<file path="src/wpm_pkg.sv">
// Shared types, constants and the log2 squaring step for the windowed power meter.
// No dependencies; every other file of the block uses this package.
`timescale 1ns / 1ps

package wpm_pkg;

    localparam int SAMPLE_BITS = 16;
    localparam int IQ_W        = 2 * SAMPLE_BITS;
    localparam int PW_W        = 2 * SAMPLE_BITS;
    localparam int MANT_W      = 32;
    localparam int FRAC_BITS   = 16;
    localparam int LEVEL_W     = 17;
    localparam int WLEN_W      = 13;
    localparam int PADDR_W     = 3;
    localparam int PDATA_W     = 32;
    localparam int ROUND_SHIFT = 24;

    localparam int OUT_FIFO_DEPTH = 32;
    localparam int OUT_PTR_W      = $clog2(OUT_FIFO_DEPTH);
    localparam int OUT_CNT_W      = $clog2(OUT_FIFO_DEPTH + 1);

    localparam logic [WLEN_W-1:0]         WINDOW_LEN_RESET = 13'd4096;
    localparam logic signed [LEVEL_W-1:0] LEVEL_FLOOR_Q8   = -17'sd51200;
    localparam logic signed [LEVEL_W-1:0] LEVEL_CEIL_Q8    = 17'sd65535;
    localparam logic signed [18:0]        DB_PER_LOG2_Q16  = 19'sd197283;

    localparam logic CMD_PUSH = 1'b0;
    localparam logic CMD_READ = 1'b1;

    localparam logic REG_WINDOW_LEN = 1'b0;

    typedef struct packed {
        logic                           command;
        logic signed [SAMPLE_BITS-1:0]  sample_i;
        logic signed [SAMPLE_BITS-1:0]  sample_q;
    } in_word_t;

    typedef struct packed {
        logic signed [LEVEL_W-1:0] level_db_q8;
        logic                      no_data;
    } out_word_t;

    typedef struct packed {
        logic valid;
        logic no_data;
        logic zero;
    } level_ctl_t;

    // one mantissa squaring step: {fraction bit, next mantissa}
    function automatic logic [MANT_W:0] sq_step(input logic [MANT_W-1:0] m);
        logic [2*MANT_W-1:0] p;
        logic [MANT_W:0]     t;
        p = {{MANT_W{1'b0}}, m} * {{MANT_W{1'b0}}, m};
        t = p[2*MANT_W-1:MANT_W-1];
        if (t[MANT_W])
        begin
            return {1'b1, t[MANT_W:1]};
        end
        return {1'b0, t[MANT_W-1:0]};
    endfunction

endpackage

</file>
<file path="src/wpm_len_log.sv">
// Iterative log2 of the effective window length in Q16, one squaring step per cycle.
// Depends on wpm_pkg (sq_step, MANT_W, FRAC_BITS).
`timescale 1ns / 1ps

module wpm_len_log #(
    parameter int LEN_W = 13,
    parameter int LOG_W = 22
) (
    input  logic             clk,
    input  logic             rst_n,
    input  logic             start,
    input  logic [LEN_W-1:0] len,
    output logic             busy,
    output logic [LOG_W-1:0] log_len
);

    localparam int LE_W  = $clog2(LEN_W);
    localparam int CNT_W = $clog2(wpm_pkg::FRAC_BITS);

    localparam logic [1:0] ST_IDLE = 2'd0;
    localparam logic [1:0] ST_LOAD = 2'd1;
    localparam logic [1:0] ST_SQR  = 2'd2;

    logic [1:0]                       state_reg, state_next;
    logic [CNT_W-1:0]                 cnt_reg, cnt_next;
    logic [LE_W-1:0]                  e_reg, e_next;
    logic [wpm_pkg::MANT_W-1:0]       m_reg, m_next;
    logic [wpm_pkg::FRAC_BITS-1:0]    frac_reg, frac_next;
    logic [LE_W-1:0]                  lead;
    logic [LEN_W+wpm_pkg::MANT_W-2:0] wide;
    logic [wpm_pkg::MANT_W:0]         step;

    always_comb
    begin
        lead = '0;
        for (int k = 0; k < LEN_W; k++)
        begin
            if (len[k])
            begin
                lead = LE_W'(k);
            end
        end
    end

    assign wide = {len, {(wpm_pkg::MANT_W-1){1'b0}}} >> lead;
    assign step = wpm_pkg::sq_step(m_reg);

    always_comb
    begin
        state_next = state_reg;
        cnt_next   = cnt_reg;
        e_next     = e_reg;
        m_next     = m_reg;
        frac_next  = frac_reg;
        unique case (state_reg)
            ST_LOAD:
            begin
                e_next     = lead;
                m_next     = wide[wpm_pkg::MANT_W-1:0];
                frac_next  = '0;
                cnt_next   = '0;
                state_next = ST_SQR;
            end
            ST_SQR:
            begin
                m_next    = step[wpm_pkg::MANT_W-1:0];
                frac_next = {frac_reg[wpm_pkg::FRAC_BITS-2:0], step[wpm_pkg::MANT_W]};
                cnt_next  = cnt_reg + 1'b1;
                if (cnt_reg == CNT_W'(wpm_pkg::FRAC_BITS - 1))
                begin
                    state_next = ST_IDLE;
                end
            end
            default:
            begin
                state_next = ST_IDLE;
            end
        endcase
        if (start)
        begin
            state_next = ST_LOAD;
        end
    end

    always_ff @(posedge clk or negedge rst_n)
    begin
        if (!rst_n)
        begin
            state_reg <= ST_LOAD;
            cnt_reg   <= '0;
        end
        else
        begin
            state_reg <= state_next;
            cnt_reg   <= cnt_next;
        end
    end

    always_ff @(posedge clk)
    begin
        e_reg    <= e_next;
        m_reg    <= m_next;
        frac_reg <= frac_next;
    end

    assign busy    = (state_reg != ST_IDLE);
    assign log_len = LOG_W'({e_reg, frac_reg});

endmodule

</file>
<file path="config.mk">
export PLATFORM = sky130hd
export DESIGN_NAME = wpm_len_log
export DESIGN_NICKNAME = d
export VERILOG_FILES = /design/src/wpm_pkg.sv /design/src/wpm_len_log.sv
export SDC_FILE = /design/constraint.sdc
export NUM_CORES = 2
export LEC_CHECK = 0
export BUFFER_PORTS_ARGS = -buffer_cell sky130_fd_sc_hd__buf_2
export CELL_PAD_IN_SITES_DETAIL_PLACEMENT = 1
export CELL_PAD_IN_SITES_GLOBAL_PLACEMENT = 1
export CORE_MARGIN = 4
export CORE_UTILIZATION = 53
export CTS_BUF_LIST = sky130_fd_sc_hd__clkbuf_2 sky130_fd_sc_hd__clkbuf_4 sky130_fd_sc_hd__clkbuf_8
export CTS_CLUSTER_DIAMETER = 200
export DETAILED_ROUTE_END_ITERATION = 8
export PLACE_DENSITY_LB_ADDON = 0.1
export SLEW_MARGIN = 30
export SYNTH_ARGS = -nofsm -noshare
export SYNTH_HDL_FRONTEND = slang
export SYNTH_SLANG_ARGS = --single-unit
</file>
<file path="constraint.sdc">
create_clock -name clk -period 9.1 [get_ports clk]
set_clock_uncertainty 0.1 [all_clocks]
set_input_delay 0.455 -clock clk [delete_from_list [all_inputs] [get_ports clk]]
set_output_delay 0.455 -clock clk [all_outputs]
set_load 0.01 [all_outputs]
</file>
Word-level counts from Yosys, hierarchy flattened --
Index checks and enable logic that the tools add are counted.
Operators by class: reductions and logical operators 2, multiplexer cells 21, div/mod/pow operators 0, equality and inequality tests 4, order comparisons 0, bitwise gates (word level) 0, add/sub/neg operators 1, shift operators 1, multiply operators 1
Operators by type and width (count):
- 33-bit two-way mux | 2
- 32-bit by 32-bit multiplier with 64-bit output | 1
- 32-bit case mux with 2 select lines | 1
- 44-bit by 4-bit >> shifter with 32-bit output | 1
- 4-bit two-way mux | 10
- 16-bit case mux with 2 select lines | 1
- 4-bit case mux with 2 select lines | 1
- 2-bit two-way mux | 3
- 4-bit by 1-bit adder with 4-bit output, second input constant | 1
- 4-bit == test, second input constant | 1
- 2-bit case mux with 2 select lines | 1
- 2-bit nonzero test | 2
- 3-bit inequality test, second input constant | 1
- 2-bit by 1-bit == test with 1-bit output, second input constant | 1
- 2-bit == test, second input constant | 1
- 1-bit two-way mux | 2
Word-level totals: bits in latches 0, memories kept 0, RAM bits 0, memory bits (read-only) 0, register bits after elaboration 58, logic and storage cells 35

Depth between registers and ports, before layout --
depth in word-level cells 14, depth in mapped cells 32

Worst setup path before layout --
Ideal clock, no wire load.
kind reg-to-reg, start point reg m_reg[13] in the netlist's numbering, end point reg m_reg[23] in the netlist's numbering, data pin, data required time 8.739 ns, clock period less this slack 7.694 ns, setup time 0.261 ns, setup slack 1.406 ns, buffers on the path 4, stages on the path, launching flop included 31, arrival 7.333 ns, cells stage by stage edfxtp_1 clkbuf_1 clkbuf_1 and2_1 fa_1 inv_1 fa_1 inv_1 fa_1 inv_1 fa_1 inv_1 fa_1 fa_1 fa_1 inv_1 fa_1 inv_1 ha_1 buf_2 nand2_1 o21ai_2 a221oi_1 o211ai_1 nor2b_4 nor3_4 o31ai_4 xor2_4 buf_6 a21oi_1 o22ai_2
Between the ends: cells in the longest elaborated chain, start to end 4, elaborated cells on any way between the ends 5
RTL lines:
- from (decl) | line wpm_len_log.sv:27 | logic [wpm_pkg::MANT_W-1:0] m_reg, m_next;
- from (signal assigned) | line wpm_len_log.sv:102 | m_reg <= m_next;
- 32-bit by 32-bit multiplier with 64-bit output (*) | line wpm_pkg.sv:53 | p = {{MANT_W{1'b0}}, m} * {{MANT_W{1'b0}}, m};
- 33-bit two-way mux or 1-bit two-way mux (tied branches) | line wpm_pkg.sv:55 | if (t[MANT_W])
- 33-bit two-way mux (*) | line wpm_pkg.sv:59 | return {1'b0, t[MANT_W-1:0]};
- 32-bit case mux with 2 select lines (*) | line wpm_len_log.sv:55 | unique case (state_reg)
- named net m_next, one bit | line wpm_len_log.sv:27
The timed path passes the listed nets; every way through them passes the cells marked *. The select of a mux whose other input is x is not followed. A chain may end at the register's enable or synchronous reset.

Final worst setup path --
start point reg m_reg[11] in the netlist's numbering, end point reg m_reg[21] in the netlist's numbering, data pin
The elaborated chain is that of the path after synthesis.

==> metrics.txt <==
status=finished clean; CTS tree=done; Crit path largest cell delay=950 ps; yosys warns=0; Nets=4560; final setup vio count=0; Synth Instances=3436; Yosys reg bits=58; period utilisation layout=96.4%; Synth top area share=49.1%; CP Data Required Time=9190 ps; type of element capturing the critical path=flop; Root Buffer=clkbuf_8; via count=23406; largest net degree at the start of global routing=69; initial DRC count=1174; CP Max Fanout=14; total gr overflow=0; clock sinks=58; Post-Syn Area=0.0323 mm^2; wire length per cell=23.1 um; final hold violations=0; die height=255 um; Crit Path Class=flop to flop; uppermost layer routed=met4; syn avg cell area=9.39 um^2; min Tclk post-route=8770 ps; drt via density=5.52; fmax=114 MHz; P&R area growth vs syn=5.63%; ys flop type=edfxtp_1; worst min path class=primary input to flop; Clock transition at path regs=110 ps; Synth area leader=fa_1; row count=90; die width=255 um; total wire length=98100 um; Finished Cell Area=0.0341 mm^2; ant diodes=0; Core Area=0.0604 mm^2; Largest register FFs=32; slew margin rel.=39.7%; DR pass1 iterations=5; worst path setup slack after routing=328 ps; RSZ-0062 raised after global routing=no; Post-synth ARST share=10.3%; routed wl met3=3380 um; startpoint types=flop; Die Area=0.0649 mm^2; Bufs on Longest Clock Path=2; Critical-path top delay cell=edfxtp_1; most frequent CP cell=fa_1; initial antenna violation count=2; share of layout cells above drive strength 1=5.81%; post-DP HPWL=82800 um; global-route wire length before repair=156000 um; fin. max-slew vios=0; remaining antenna violation count after routing=0; wl on met1=37700 um; DRC=0; Num CTS Buffers=9; sequential share of the synthesized area=5.31%; Netlist cell types=84; clk_lat worst skew=370 ps; EDFF count, synth=52; GR Util All Layers=31.5%; Initial Utilization=53.5%; IO buf count=36; critical path arrival=8860 ps; Reg2Reg Setup Slack=330 ps; I/O pin total=39; GPL Wtd Cong=0.939; setup TNS=0 ps; vias in the first global route=27982; H-tree levels=3; Placed Area=0.0337 mm^2; Slew @ Worst Pin=905 ps; Met2 Routed Length=51800 um; largest cells by area after synthesis=fa_1 49%, ha_1 12%, inv_1 12%; maxcap violations=0; dpl ws=145 ps
layer usage:
layer	track usage [%]	vias to the layer above
li1	-	10160
met1	37.5	12401
met2	57.9	593
met3	3.20	252
met4	13.9	0
met5	0	-
area by class of cell:
cell class	count	area, um^2
fill	6908	26300
clock inverter	6	90.1
inverter	1000	3750
timing repair buffer	138	1130
multi-input combinational	2246	26300
sequential	58	1710
tap	782	978
clock buffer	10	131
Yosys cell counts, drive strengths merged (3+ instances only):
master / instances
a21oi: 85
a41oi: 9
a31o: 10
nor2b: 16
nand2b: 7
fa: 791
nor2: 76
ha: 300
nand2: 326
mux2i: 28
o21a: 7
and2: 241
inv: 999
xnor2: 36
a21boi: 3
a21o: 28
nor4: 3
o211ai: 12
o22ai: 5
o21bai: 9
nand4: 14
a2111oi: 4
o21ai: 56
a211oi: 3
o31ai: 8
nor3b: 3
a221oi: 4
and3: 13
o211a: 3
edfxtp: 52
dfrtp: 5
nand3: 44
a31oi: 15
nor3: 12
buf: 21
or2: 6
a311oi: 4
xor2: 38
clkbuf: 112
worst paths after layout:
path / start / to / depth (start not counted)
hold / removal: start / state_reg[1] / 2
hold reg to reg: frac_reg[3] / frac_reg[4] / 1
setup / recovery: m_reg[11] / m_reg[21] / 26
setup reg to reg: m_reg[11] / m_reg[21] / 26
max in group asynchronous: rst_n / state_reg[0] / 2
min in group asynchronous: rst_n / state_reg[1] / 2
logic make-up (layout without fill, tap and decap cells):
| logic type | count (synthesis) | after routing | share of synthesized area (%) |
|---|---|---|---|
| adder cells (fa/ha/maj) | 1091 | 1091 | 60.7 |
| flip-flops | 58 | 58 | 5.31 |
| buffers and inverters | 1133 | 1154 | 13.3 |
| other | 1 | 2 | 0.0116 |
| AND/OR/NAND/NOR | 765 | 765 | 11.7 |
| multiplexers | 29 | 29 | 0.903 |
| AO/OA/AOI/OAI | 285 | 285 | 6.01 |
| XOR/XNOR | 74 | 74 | 2.09 |
worst max-delay path: cells and delay by family, from the launching register on:
family                   cells  cell delay (ps)
buffers and inverters        6              630
adder cells (fa/ha/maj)      9             4160
XOR/XNOR                     1              420
flip-flops                   1              950
AND/OR/NAND/NOR              4              790
AO/OA/AOI/OAI                6             1550
cells in the final DEF, fill, tap and decap left out, types with 7 or more instances in the layout:
master / netlist / final
inv_1: 998 / 998
fa_1: 791 / 791
nand2_1: 326 / 326
ha_1: 300 / 298
and2_1: 241 / 241
buf_4: 2 / 85
a21oi_1: 81 / 81
nor2_1: 76 / 76
edfxtp_1: 52 / 52
nand3_1: 44 / 44
o21ai_0: 41 / 41
xor2_1: 37 / 37
buf_2: 14 / 36
xnor2_1: 35 / 34
a21o_1: 28 / 28
mux2i_1: 28 / 28
a31oi_1: 15 / 15
nor2b_1: 15 / 15
buf_12: 0 / 14
and3_1: 13 / 13
nand4_1: 13 / 13
o21ai_1: 14 / 13
a31o_2: 10 / 10
o211ai_1: 10 / 10
o21bai_1: 9 / 9
nor3_1: 9 / 9
clkbuf_8: 0 / 9
a41oi_1: 8 / 8
nand2b_1: 7 / 7
o21a_1: 7 / 7
timing repair:
| action | CTS | global route |
|---|---|---|
| setup endpoints to repair | 0 | 7 |
| gates resized for setup | 0 | 3 |
| hold endpoints to repair | 5 | 0 |
| hold buffers | 1 | 0 |
| setup buffers | 0 | 10 |
through the flow:
step	utilization [%]	std cells	hold slack [ps]
final	56.5	4240	151
after global routing	56.5	4240	146
after CTS	56.2	4229	130
after detailed placement	55.8	4212	191
after global placement	55.8	4212	185
after floorplan	-	3437	59.4
Power is not shown: default switching activity piles up to over one toggle a cycle in this logic, so the estimate is an artifact.
